## config.mk

```make
export PLATFORM = sky130hd
export DESIGN_NAME = sensor_response_frame_checker_unit
export DESIGN_NICKNAME = d
export VERILOG_FILES = /design/src/rtl/core/srfc_pkg.sv /design/src/rtl/core/srfc_front.sv /design/src/rtl/core/srfc_queue.sv /design/src/rtl/core/srfc_back.sv /design/src/rtl/core/sensor_response_frame_checker_unit.sv
export SDC_FILE = /design/constraint.sdc
export NUM_CORES = 1
export LEC_CHECK = 0
export BUFFER_PORTS_ARGS = -buffer_cell sky130_fd_sc_hd__buf_4
export CELL_PAD_IN_SITES_DETAIL_PLACEMENT = 1
export CELL_PAD_IN_SITES_GLOBAL_PLACEMENT = 1
export CORE_ASPECT_RATIO = 0.5
export CORE_UTILIZATION = 40
export CTS_CLUSTER_SIZE = 10
export DETAILED_ROUTE_END_ITERATION = 7
export PLACE_DENSITY = 0.65
export SLEW_MARGIN = 20
export SYNTH_ARGS = -nofsm -noshare
export SYNTH_HDL_FRONTEND = slang
export SYNTH_SLANG_ARGS = --single-unit
```

## constraint.sdc

```tcl
create_clock -name aclk -period 4.9 [get_ports aclk]
set_input_delay 0.245 -clock aclk [delete_from_list [all_inputs] [get_ports aclk]]
set_output_delay 0.245 -clock aclk [all_outputs]
set_load 0.02 [all_outputs]
```

## src/rtl/core/srfc_pkg.sv

```systemverilog
// Shared types, constants and functions for the sensor response frame checker.
// No dependencies; every other file of the block refers to this package by scoped names.
`timescale 1ns / 1ps

package srfc_pkg;

    // CRC-16, reflected form
    localparam logic [15:0] CRC_INIT = 16'hFFFF;
    localparam logic [15:0] CRC_POLY = 16'hA001;

    // byte positions within a response frame
    localparam logic [2:0] POS_COMMAND   = 3'd0;
    localparam logic [2:0] POS_LENGTH    = 3'd1;
    localparam logic [2:0] POS_HUM_HIGH  = 3'd2;
    localparam logic [2:0] POS_HUM_LOW   = 3'd3;
    localparam logic [2:0] POS_TEMP_HIGH = 3'd4;
    localparam logic [2:0] POS_TEMP_LOW  = 3'd5;
    localparam logic [2:0] POS_CRC_LOW   = 3'd6;
    localparam logic [2:0] POS_CRC_HIGH  = 3'd7;
    // bytes below this position are covered by the CRC
    localparam logic [2:0] CRC_SPAN      = 3'd6;

    // result status codes
    localparam logic [1:0] STATUS_OK      = 2'd0;
    localparam logic [1:0] STATUS_LENGTH  = 2'd1;
    localparam logic [1:0] STATUS_CRC     = 2'd2;
    localparam logic [1:0] STATUS_COMMAND = 2'd3;

    // configuration register indexes and reset values
    localparam logic CFG_EXPECTED_COMMAND = 1'b0;
    localparam logic CFG_EXPECTED_LENGTH  = 1'b1;
    localparam logic [7:0] EXPECTED_COMMAND_RESET = 8'h03;
    localparam logic [7:0] EXPECTED_LENGTH_RESET  = 8'h04;

    // complete frame, handed from the front end to the checker
    typedef struct packed {
        logic [7:0]  command;
        logic [7:0]  length;
        logic [15:0] raw_humidity;
        logic [15:0] raw_temperature;
        logic [15:0] crc_calc;
        logic [15:0] crc_recv;
    } frame_rec_t;

    // live configuration
    typedef struct packed {
        logic [7:0] expected_command;
        logic [7:0] expected_length;
    } cfg_t;

    // one byte through the reflected CRC, eight shift steps unrolled
    function automatic logic [15:0] crc16_absorb(input logic [15:0] crc,
                                                 input logic [7:0]  data);
        logic [15:0] c;
        c = crc ^ {8'h00, data};
        for (int k = 0; k < 8; k++) begin
            c = c[0] ? ((c >> 1) ^ CRC_POLY) : (c >> 1);
        end
        return c;
    endfunction

    // sign-magnitude tenths to two's complement; negative zero gives zero
    function automatic logic [15:0] decode_tenths(input logic [15:0] raw);
        logic [15:0] mag;
        mag = {1'b0, raw[14:0]};
        return raw[15] ? 16'(16'd0 - mag) : mag;
    endfunction

endpackage

```

## src/rtl/core/srfc_front.sv

```systemverilog
// Front end: takes received bytes, tracks frame position, runs the CRC and
// assembles a frame record on the last byte. Depends on srfc_pkg.
`timescale 1ns / 1ps

module srfc_front (
    input  logic                 aclk,
    input  logic                 aresetn,
    input  logic                 byte_accept,
    input  logic [7:0]           rx_byte,
    input  logic                 frame_start,
    output logic                 rec_push,
    output srfc_pkg::frame_rec_t rec
);

    logic [2:0]  byte_count_reg, byte_count_next;
    logic [15:0] crc_reg, crc_next;
    logic [7:0]  command_reg;
    logic [7:0]  length_reg;
    logic [15:0] raw_hum_reg;
    logic [15:0] raw_temp_reg;
    logic [7:0]  crc_low_reg;
    logic [2:0]  pos;
    logic [15:0] crc_base;

    // frame start forces position zero
    assign pos      = frame_start ? srfc_pkg::POS_COMMAND : byte_count_reg;
    assign crc_base = (pos == srfc_pkg::POS_COMMAND) ? srfc_pkg::CRC_INIT : crc_reg;

    // next position wraps after the eighth byte
    always_comb begin
        byte_count_next = byte_count_reg;
        crc_next        = crc_reg;
        if (byte_accept) begin
            byte_count_next = pos + 3'd1;
            if (pos < srfc_pkg::CRC_SPAN) begin
                crc_next = srfc_pkg::crc16_absorb(crc_base, rx_byte);
            end
        end
    end

    always_ff @(posedge aclk) begin
        if (!aresetn) begin
            byte_count_reg <= 3'd0;
            crc_reg        <= srfc_pkg::CRC_INIT;
        end else begin
            byte_count_reg <= byte_count_next;
            crc_reg        <= crc_next;
        end
    end

    // field capture; every field is rewritten before a frame completes
    always_ff @(posedge aclk) begin
        if (byte_accept) begin
            case (pos)
                srfc_pkg::POS_COMMAND:   command_reg        <= rx_byte;
                srfc_pkg::POS_LENGTH:    length_reg         <= rx_byte;
                srfc_pkg::POS_HUM_HIGH:  raw_hum_reg[15:8]  <= rx_byte;
                srfc_pkg::POS_HUM_LOW:   raw_hum_reg[7:0]   <= rx_byte;
                srfc_pkg::POS_TEMP_HIGH: raw_temp_reg[15:8] <= rx_byte;
                srfc_pkg::POS_TEMP_LOW:  raw_temp_reg[7:0]  <= rx_byte;
                srfc_pkg::POS_CRC_LOW:   crc_low_reg        <= rx_byte;
                default: ;
            endcase
        end
    end

    // last byte: hand the whole frame to the checker
    assign rec_push = byte_accept && (pos == srfc_pkg::POS_CRC_HIGH);

    always_comb begin
        rec.command         = command_reg;
        rec.length          = length_reg;
        rec.raw_humidity    = raw_hum_reg;
        rec.raw_temperature = raw_temp_reg;
        rec.crc_calc        = crc_reg;
        rec.crc_recv        = {rx_byte, crc_low_reg};
    end

endmodule

```

## src/rtl/core/srfc_queue.sv

```systemverilog
// Short queue of frame records between the front end and the checker.
// Depends on srfc_pkg.
`timescale 1ns / 1ps

module srfc_queue #(
    parameter int DEPTH = 2
) (
    input  logic                 aclk,
    input  logic                 aresetn,
    input  logic                 wr_en,
    input  srfc_pkg::frame_rec_t wr_data,
    output logic                 full,
    output logic                 rd_valid,
    input  logic                 rd_ready,
    output srfc_pkg::frame_rec_t rd_data
);

    localparam int PTR_W = (DEPTH > 1) ? $clog2(DEPTH) : 1;
    localparam int CNT_W = $clog2(DEPTH + 1);
    localparam logic [PTR_W-1:0] PTR_LAST = PTR_W'(DEPTH - 1);
    localparam logic [CNT_W-1:0] CNT_FULL = CNT_W'(DEPTH);

    srfc_pkg::frame_rec_t entry_reg [DEPTH];
    logic [PTR_W-1:0] wr_ptr_reg, wr_ptr_next;
    logic [PTR_W-1:0] rd_ptr_reg, rd_ptr_next;
    logic [CNT_W-1:0] count_reg, count_next;
    logic             rd_en;

    assign full     = (count_reg == CNT_FULL);
    assign rd_valid = (count_reg != '0);
    assign rd_en    = rd_valid && rd_ready;
    assign rd_data  = entry_reg[rd_ptr_reg];

    // pointer and fill count
    always_comb begin
        wr_ptr_next = wr_ptr_reg;
        rd_ptr_next = rd_ptr_reg;
        count_next  = count_reg;
        if (wr_en) begin
            wr_ptr_next = (wr_ptr_reg == PTR_LAST) ? '0 : wr_ptr_reg + 1'b1;
        end
        if (rd_en) begin
            rd_ptr_next = (rd_ptr_reg == PTR_LAST) ? '0 : rd_ptr_reg + 1'b1;
        end
        case ({wr_en, rd_en})
            2'b10:   count_next = count_reg + 1'b1;
            2'b01:   count_next = count_reg - 1'b1;
            default: count_next = count_reg;
        endcase
    end

    always_ff @(posedge aclk) begin
        if (!aresetn) begin
            wr_ptr_reg <= '0;
            rd_ptr_reg <= '0;
            count_reg  <= '0;
        end else begin
            wr_ptr_reg <= wr_ptr_next;
            rd_ptr_reg <= rd_ptr_next;
            count_reg  <= count_next;
        end
    end

    // storage
    always_ff @(posedge aclk) begin
        if (wr_en) begin
            entry_reg[wr_ptr_reg] <= wr_data;
        end
    end

    // upstream must hold off while full
    assert property (@(posedge aclk) disable iff (!aresetn) !(wr_en && full))
        else $error("frame record pushed into a full queue");

    // fill count and pointers stay in step
    assert property (@(posedge aclk) disable iff (!aresetn)
        (count_reg <= CNT_FULL) &&
        ((count_reg == '0 || count_reg == CNT_FULL) == (wr_ptr_reg == rd_ptr_reg)))
        else $error("queue fill count disagrees with pointers");

endmodule

```

## src/rtl/core/srfc_back.sv

```systemverilog
// Checker: takes frame records from the queue, checks length, CRC and command,
// decodes good readings and holds the result register. Depends on srfc_pkg.
`timescale 1ns / 1ps

module srfc_back (
    input  logic                 aclk,
    input  logic                 aresetn,
    input  srfc_pkg::cfg_t       cfg,
    input  logic                 q_valid,
    output logic                 q_ready,
    input  srfc_pkg::frame_rec_t q_rec,
    output logic                 m_valid,
    input  logic                 m_ready,
    output logic                 m_frame_ok,
    output logic [1:0]           m_status,
    output logic signed [15:0]   m_temperature_tenths,
    output logic signed [15:0]   m_humidity_tenths
);

    logic        valid_reg;
    logic        frame_ok_reg;
    logic [1:0]  status_reg;
    logic [15:0] last_temp_reg, last_temp_next;
    logic [15:0] last_hum_reg, last_hum_next;
    logic [1:0]  status_c;
    logic        pop;

    // result register is free or being drained
    assign q_ready = !valid_reg || m_ready;
    assign pop     = q_valid && q_ready;

    // checks in priority order: length, CRC, command
    always_comb begin
        if (q_rec.length != cfg.expected_length) begin
            status_c = srfc_pkg::STATUS_LENGTH;
        end else if (q_rec.crc_recv != q_rec.crc_calc) begin
            status_c = srfc_pkg::STATUS_CRC;
        end else if (q_rec.command != cfg.expected_command) begin
            status_c = srfc_pkg::STATUS_COMMAND;
        end else begin
            status_c = srfc_pkg::STATUS_OK;
        end
    end

    // stored readings move only on a good frame
    always_comb begin
        last_temp_next = last_temp_reg;
        last_hum_next  = last_hum_reg;
        if (pop && status_c == srfc_pkg::STATUS_OK) begin
            last_temp_next = srfc_pkg::decode_tenths(q_rec.raw_temperature);
            last_hum_next  = srfc_pkg::decode_tenths(q_rec.raw_humidity);
        end
    end

    always_ff @(posedge aclk) begin
        if (!aresetn) begin
            valid_reg     <= 1'b0;
            last_temp_reg <= 16'd0;
            last_hum_reg  <= 16'd0;
        end else begin
            if (pop) begin
                valid_reg <= 1'b1;
            end else if (m_ready) begin
                valid_reg <= 1'b0;
            end
            last_temp_reg <= last_temp_next;
            last_hum_reg  <= last_hum_next;
        end
    end

    // result payload
    always_ff @(posedge aclk) begin
        if (pop) begin
            frame_ok_reg <= (status_c == srfc_pkg::STATUS_OK);
            status_reg   <= status_c;
        end
    end

    assign m_valid              = valid_reg;
    assign m_frame_ok           = frame_ok_reg;
    assign m_status             = status_reg;
    assign m_temperature_tenths = signed'(last_temp_reg);
    assign m_humidity_tenths    = signed'(last_hum_reg);

    // ok flag and status code agree
    assert property (@(posedge aclk) disable iff (!aresetn)
        valid_reg |-> (frame_ok_reg == (status_reg == srfc_pkg::STATUS_OK)))
        else $error("frame_ok disagrees with status");

    // readings change only after a good frame was taken from the queue
    assert property (@(posedge aclk) disable iff (!aresetn)
        ($past(aresetn) && (!$stable(last_temp_reg) || !$stable(last_hum_reg)))
            |-> ($past(pop) && frame_ok_reg && valid_reg))
        else $error("stored readings changed without a good frame");

endmodule

```

## src/rtl/core/sensor_response_frame_checker_unit.sv

```systemverilog
// Sensor response frame checker: top level with configuration registers.
// Depends on srfc_pkg, srfc_front, srfc_queue and srfc_back.
`timescale 1ns / 1ps

// Takes an eight-byte sensor read response one byte per transfer (command,
// length, humidity high/low, temperature high/low, CRC low/high) and gives one
// result per frame on its last byte: frame_ok, a status code (length, CRC and
// command checked in that order) and the stored temperature and humidity in
// signed tenths, updated only by good frames. frame_start restarts the frame
// at any byte. A byte is accepted every cycle while s_ready is high; the CRC
// over a byte is a single unrolled eight-step update in the front end, which
// allows that rate. The result register is fed by a QUEUE_DEPTH-entry queue
// of finished frames; s_ready drops only while it is full because results are
// not being taken. expected_command (index 0, reset 0x03) and expected_length
// (index 1, reset 0x04) are written through the cfg port; the user must write
// them only while no frame result is pending; the block does not enforce it.

module sensor_response_frame_checker_unit #(
    parameter int QUEUE_DEPTH = 2
) (
    input  logic               aclk,
    input  logic               aresetn,
    // configuration writes
    input  logic               cfg_write_enable,
    input  logic               cfg_index,
    input  logic [7:0]         cfg_wdata,
    // received bytes
    input  logic               s_valid,
    output logic               s_ready,
    input  logic [7:0]         s_rx_byte,
    input  logic               s_frame_start,
    // frame results
    output logic               m_valid,
    input  logic               m_ready,
    output logic               m_frame_ok,
    output logic [1:0]         m_status,
    output logic signed [15:0] m_temperature_tenths,
    output logic signed [15:0] m_humidity_tenths
);

    logic [7:0]           expected_command_reg;
    logic [7:0]           expected_length_reg;
    srfc_pkg::cfg_t       cfg;
    logic                 byte_accept;
    logic                 rec_push;
    srfc_pkg::frame_rec_t push_rec;
    srfc_pkg::frame_rec_t pop_rec;
    logic                 q_full;
    logic                 q_valid;
    logic                 q_ready;

    // configuration registers
    always_ff @(posedge aclk) begin
        if (!aresetn) begin
            expected_command_reg <= srfc_pkg::EXPECTED_COMMAND_RESET;
            expected_length_reg  <= srfc_pkg::EXPECTED_LENGTH_RESET;
        end else if (cfg_write_enable) begin
            case (cfg_index)
                srfc_pkg::CFG_EXPECTED_COMMAND: expected_command_reg <= cfg_wdata;
                srfc_pkg::CFG_EXPECTED_LENGTH:  expected_length_reg  <= cfg_wdata;
                default: ;
            endcase
        end
    end

    assign cfg.expected_command = expected_command_reg;
    assign cfg.expected_length  = expected_length_reg;

    // input transfer
    assign s_ready     = !q_full;
    assign byte_accept = s_valid && s_ready;

    srfc_front u_front (
        .aclk        (aclk),
        .aresetn     (aresetn),
        .byte_accept (byte_accept),
        .rx_byte     (s_rx_byte),
        .frame_start (s_frame_start),
        .rec_push    (rec_push),
        .rec         (push_rec)
    );

    srfc_queue #(
        .DEPTH (QUEUE_DEPTH)
    ) u_queue (
        .aclk     (aclk),
        .aresetn  (aresetn),
        .wr_en    (rec_push),
        .wr_data  (push_rec),
        .full     (q_full),
        .rd_valid (q_valid),
        .rd_ready (q_ready),
        .rd_data  (pop_rec)
    );

    srfc_back u_back (
        .aclk                 (aclk),
        .aresetn              (aresetn),
        .cfg                  (cfg),
        .q_valid              (q_valid),
        .q_ready              (q_ready),
        .q_rec                (pop_rec),
        .m_valid              (m_valid),
        .m_ready              (m_ready),
        .m_frame_ok           (m_frame_ok),
        .m_status             (m_status),
        .m_temperature_tenths (m_temperature_tenths),
        .m_humidity_tenths    (m_humidity_tenths)
    );

endmodule

```

Yosys cells after proc, flatten, opt, wreduce, memory -nomap -nowiden
Memory sizes are Yosys's and may differ from the RTL's. A register that Yosys moved wholly into a read port is not among the register bits.
Cells that the tools add are included.

word-level totals
  memories kept = 1
  register bits = 131
  bits in latches = 0
  input port bits = 23
  memory bits (read-only) = 0
  output and inout port bits = 37
  bits in writable memories = 160

cells by class
  equality and inequality tests = 13
  order comparisons = 1
  $mul = 0
  $add $sub $neg = 7
  divide/modulo/power cells = 0
  bitwise operators = 10
  reduce and logical (&&, ||, !) cells = 22
  shifts and indexed selects = 0
  mux-type cells = 24

memories
  memory             depth  bits a word  rd ports  clocked after memory_dff  write ports  RTL line          RTL
  u_queue.entry_reg  2      80           1         1                         1            srfc_queue.sv:23  srfc_pkg::frame_rec_t entry_reg [DEPTH];

operators with widths
  kind                                               number
  two-way mux 16 bit                                 11
  subtractor 1 x 15 -> 16 bit, first input constant  2
  NOT 2 -> 3 bit                                     8
  AND reduction 2 bit                                10
  != test 16 bit                                     1
  != test 8 bit                                      2
  bitwise XOR 16 x 8 -> 16 bit                       1
  == test 3 bit, second input constant               4
  two-way mux 1 bit                                  8
  == test 3 x 2 -> 1 bit, second input constant      2
  two-way mux 2 bit                                  3
  nonzero test 2 bit                                 3
  == test 2 bit, second input constant               2
  logical AND 1 bit                                  4
  case mux 2 bit (2 select lines)                    1
  adder 3 x 1 -> 3 bit, second input constant        1
  == test 3 x 1 -> 1 bit, second input constant      1
  zero test 3 bit                                    1
  less-than comparator 3 bit, second input constant  1
  two-way mux 3 bit                                  1
  adder 1 bit, second input constant                 2
  adder 2 x 1 -> 2 bit, second input constant        1
  == test 2 x 1 -> 1 bit, second input constant      1
  zero test 1 bit                                    2
  other kinds (4)                                    4

Depth between registers and ports, before layout
  depth in word-level cells = 20
  gate-level depth with buffers = 14
  mapped depth without buffers = 9

By module
From an unflattened synthesis, not the netlist that was laid out.

unflattened totals
  cell total of the unflattened synthesis = 825
  area total of the unflattened synthesis = 11,990.2 um^2

modules (own cells, without submodules)
  module                              sequential area each (um^2)  area an instance (um^2)  cells an instance  times used
  srfc_queue                          4,904.7                      5,977.0                  272                1
  srfc_front                          2,062.0                      2,969.1                  205                1
  srfc_back                           750.7                        2,407.3                  280                1
  sensor_response_frame_checker_unit  320.3                        636.9                    68                 1

Least setup slack after synthesis
No wires, ideal clock.

  kind = register to register
  from = reg u_queue.count_reg[0]
  to = mem u_queue.entry_reg[0][0] (netlist name) (enable)
  data arrival time = 4.442 ns
  slack = -0.061 ns
  library setup time = 0.519 ns
  cell stages (with the launch flop) = 6
  period minus slack after synthesis = 4.961 ns
  cell sequence = dfxtp_1 nand2b_1 and2_1 clkbuf_1 nand2_1 nor2_1

on the way
  longest elaborated chain between the ends = 6

ends and longest elaborated chain
  what                                     RTL line                                  RTL
  start, declared                          srfc_queue.sv:26                          logic [CNT_W-1:0] count_reg, count_next;
  start signal, assigned                   srfc_queue.sv:60                          count_reg <= count_next;
  == test 2 bit                            srfc_queue.sv:29                          assign full = (count_reg == CNT_FULL);
  zero test 1 bit                          sensor_response_frame_checker_unit.sv:70  assign s_ready = !q_full;
  named net s_ready                        sensor_response_frame_checker_unit.sv:29  output logic s_ready,
  logical AND 1 bit                        sensor_response_frame_checker_unit.sv:71  assign byte_accept = s_valid && s_ready;
  logical AND 1 bit                        srfc_front.sv:68                          assign rec_push = byte_accept && (pos == srfc_pkg::POS_CRC_HIGH);
  two-way mux 1 bit                        srfc_queue.sv:66                          if (wr_en) begin
  two-way mux 1 bit (not written as such)  srfc_queue.sv:67                          entry_reg[wr_ptr_reg] <= wr_data;
  end, declared                            srfc_queue.sv:23

The timed path passes the listed nets, and every way through them passes these cells.

==> flow_summary.toml <==
[synth]
ys_warn_count = 0
synth-edff-count = 219
synth_xor_area_frac = 0.08341
synthArstFlopShare = 0
avgSynthCellArea_um2 = 14.18
synth.largest_area_cell = "edfxtp_1"
ys_seq_area_frac = 0.6888
synthCells = 823
ys_types = 45
syn_area_um2 = 11670
synth_simple_gate_area_frac = 0.08995
yosys.area_share.adder = 0.009649
synthMuxAreaShare = 0.07087
syn_nets = 855
synth_compound_area_frac = 0.03913
synthFlopType = "edfxtp_1"
synth-seq-cells = 292
synth_top_family_by_area = "simple AND/OR/NAND/NOR gates"
synthTopCellsByArea = "edfxtp_1 (56%), dfxtp_1 (13%), mux2i_1 (6.6%), xnor2_1 (5.3%), xor2_1 (2.6%)"
synth_top_area_frac = 0.5635

[worst_setup_path]
end_kind = "flip-flop"
path_max_fanout = 51
crit_arrival_ns = 3.58
path_class = "reg -> reg"
required_ns = 5.26
critPathLaunchType = "flip-flop"

[sta]
finalClockSkew_ns = 0.02330
tightestPinTransition_ns = 0.9048
setup_tns_ns = 0
relSlewSlack = 0.3968
fin_crit_ns = 3.217
setup_viol = 0
final_max_slew_viol_count = 0
hold_viol_final = 0
rsz0062_at_grt = "false"
fmax_mhz = 310.9
period_share = 0.6565

[floorplan]
die-area_um2 = 29900
die_w_um = 243.6
placement_rows = 43
start_util = 0.4139
coreArea_um2 = 28190
num_io_pins = 60
fp.dieH_um = 122.8

[clock_tree]
htree_levels = 2
clk_latency_ns = 0.52
clk_pin_slew_ns = 0.06
cts_tree = "done"
cts_max_path_buffers = 3
cts-root-buf = "clkbuf_16"
clock-sinks = 292
cts_buffers = 35

[power_and_ir_drop]
p_clk_frac = 0.413
irDropWorstVdd_mv = 0.1939
power_density_nw_per_um2 = 415.1
internal_power_w = 0.004314
p_leak_nw = 4.440
pwr-share-comb = 0.096
power.switching_w = 0.001323
power_w = 0.005636
netSwitchingFraction = 0.2346
p_seq_frac = 0.491

[finish]
drive_gt1_frac = 0.1319
final_cell_area_um2 = 13580
largest_register_ffs = 160
fin_nets = 931
diodes = 0
area_growth_pct = 16.34

[placement]
port_buffers = 59
place.gp.congestion = 0.7804
dp_hpwl_um = 16130
place_area_um2 = 12450

[grt]
grt_util_all_layers = 0.1721
antenna_found_initial = 1
grt_pass1_vias = 6807
overflow = 0
grt_pass1_wl_um = 39170
grt_start_max_net_pins = 81

[route]
drc = 0
dr.first_iter.drc_count = 357
vias_per_cell = 4.943
vias = 6461
routed_wl_um = 25040
drtPass1Iterations = 4
routedWlPerCell_um = 19.16
ant_nets = 0

[hold_path]
worstHoldPathType = "in -> reg"
min-delay-start = "aresetn"

[run_status]
status = "finished, final reports clean"

[flow_run]
drv_cap = 0
what timing repair did:
item / in CTS / in global routing
gates resized for setup: 0 / 0
endpoints found under the hold margin: 15 / 0
hold buffers: 8 / 0
setup endpoints to repair: 0 / 0
setup buffers: 0 / 0
area by class of cell:
class / count / area [µm²]
Clock inverter: 3 / 33.78
Sequential cell: 292 / 8041
Inverter: 6 / 23.77
Clock buffer: 60 / 991.0
Fill cell: 2844 / 14620
Multi-Input combinational cell: 492 / 3432
Timing Repair Buffer: 72 / 576.8
Tap cell: 382 / 478.0
cell families (layout without fill, tap and decap cells):
group / Yosys count / count (layout)
flops: 292 / 292
simple gates: 220 / 220
xor+xnor: 108 / 108
mux: 82 / 82
compound gates: 73 / 73
buf+inv: 39 / 141
fa+ha+maj: 9 / 9
synth_stat cells, types with 6 or more instances:
cell type    n
edfxtp_1   219
mux2i_1     77
nor2_1      74
dfxtp_1     73
xnor2_1     71
nand2_1     53
xor2_1      35
nor3_1      24
a21oi_1     23
o21ai_0     22
clkbuf_1    20
nand3_1     16
nor3b_1     11
o211ai_1    10
ha_1         9
and3_1       7
buf_2        7
inv_1        6
final timing paths:
| kind | end | slack (ns) | cells past startpoint |
|---|---|---|---|
| max | u_back.m_temperature_tenths[14]$_SDFFE_PN0P_ | 1.68 | 9 |
| min | expected_length_reg[2]$_SDFFE_PN1P_ | 0.06 | 2 |
| max reg2reg | u_back.m_temperature_tenths[14]$_SDFFE_PN0P_ | 1.68 | 9 |
| min reg2reg | u_queue.entry_reg[0][76]$_DFFE_PP_ | 0.43 | 0 |
power groups by stage:
stage	Combinational, W	Clock, W	Sequential [W]
6_report	0.000542	0.00233	0.00277
5_1_grt	0.000594	0.00247	0.00278
4_1_cts	0.000548	0.00238	0.00277
3_5_place_dp	0.000542	0	0.00282
3_3_place_gp	0.000527	0	0.00282
2_1_floorplan	0.000448	0	0.00278
metal layers:
metal / routed length [µm] / GRT usage / up-vias / part of all wire
met5: 0 / 0 / - / 0
met2: 11230 / 0.2691 / 87 / 0.45
met4: 394 / 0.04961 / 0 / 0.016
li1: - / - / 3141 / -
met3: 952 / 0.03411 / 35 / 0.038
met1: 12460 / 0.2442 / 3198 / 0.50
layout by cell type, fill, tap and decap left out, types with 3 or more instances in the layout:
master	Yosys	final
nand3_1	16	16
nor2b_1	3	3
dlygate4sd3_1	0	8
ha_1	9	9
inv_1	6	5
nor4_2	4	4
xor2_1	35	35
nand2b_1	5	5
clkbuf_1	20	24
nand4_1	5	5
mux2_2	5	5
o21ai_0	22	22
o211ai_1	10	10
nor3_1	24	24
clkbuf_16	0	36
mux2i_1	77	77
edfxtp_1	219	219
or3_1	4	4
buf_4	0	62
a31oi_1	3	3
and2_1	5	5
nand2_1	53	53
o31ai_1	5	5
a21oi_1	23	23
dfxtp_1	73	72
nor3b_1	11	11
xnor2_1	71	71
and3_1	7	6
nor2_1	74	73
nor4_1	4	4
critical path: stages (launching register included):
cell and delay, ns:
dfxtp_4 0.70, buf_4 0.62, mux2i_1 0.31, ha_1 0.20, o21ai_0 0.18, or3_1 0.43
o31ai_1 0.32, xor2_1 0.11, mux2i_1 0.16, nor2_1 0.05
metrics by stage:
stage                     utilization  hold WS, ns  setup slack [ns]  instances
after floorplan                     -       0.3439             1.262        823
after detailed placement       0.4415       0.4316             1.626       1235
final                          0.4816      0.05807             1.683       1307
after global placement         0.4415       0.4219             1.737       1235
after global routing           0.4816      0.06135             1.370       1307
after CTS                      0.4807      0.03433             1.649       1306
Power figures use the tool's default switching activity.
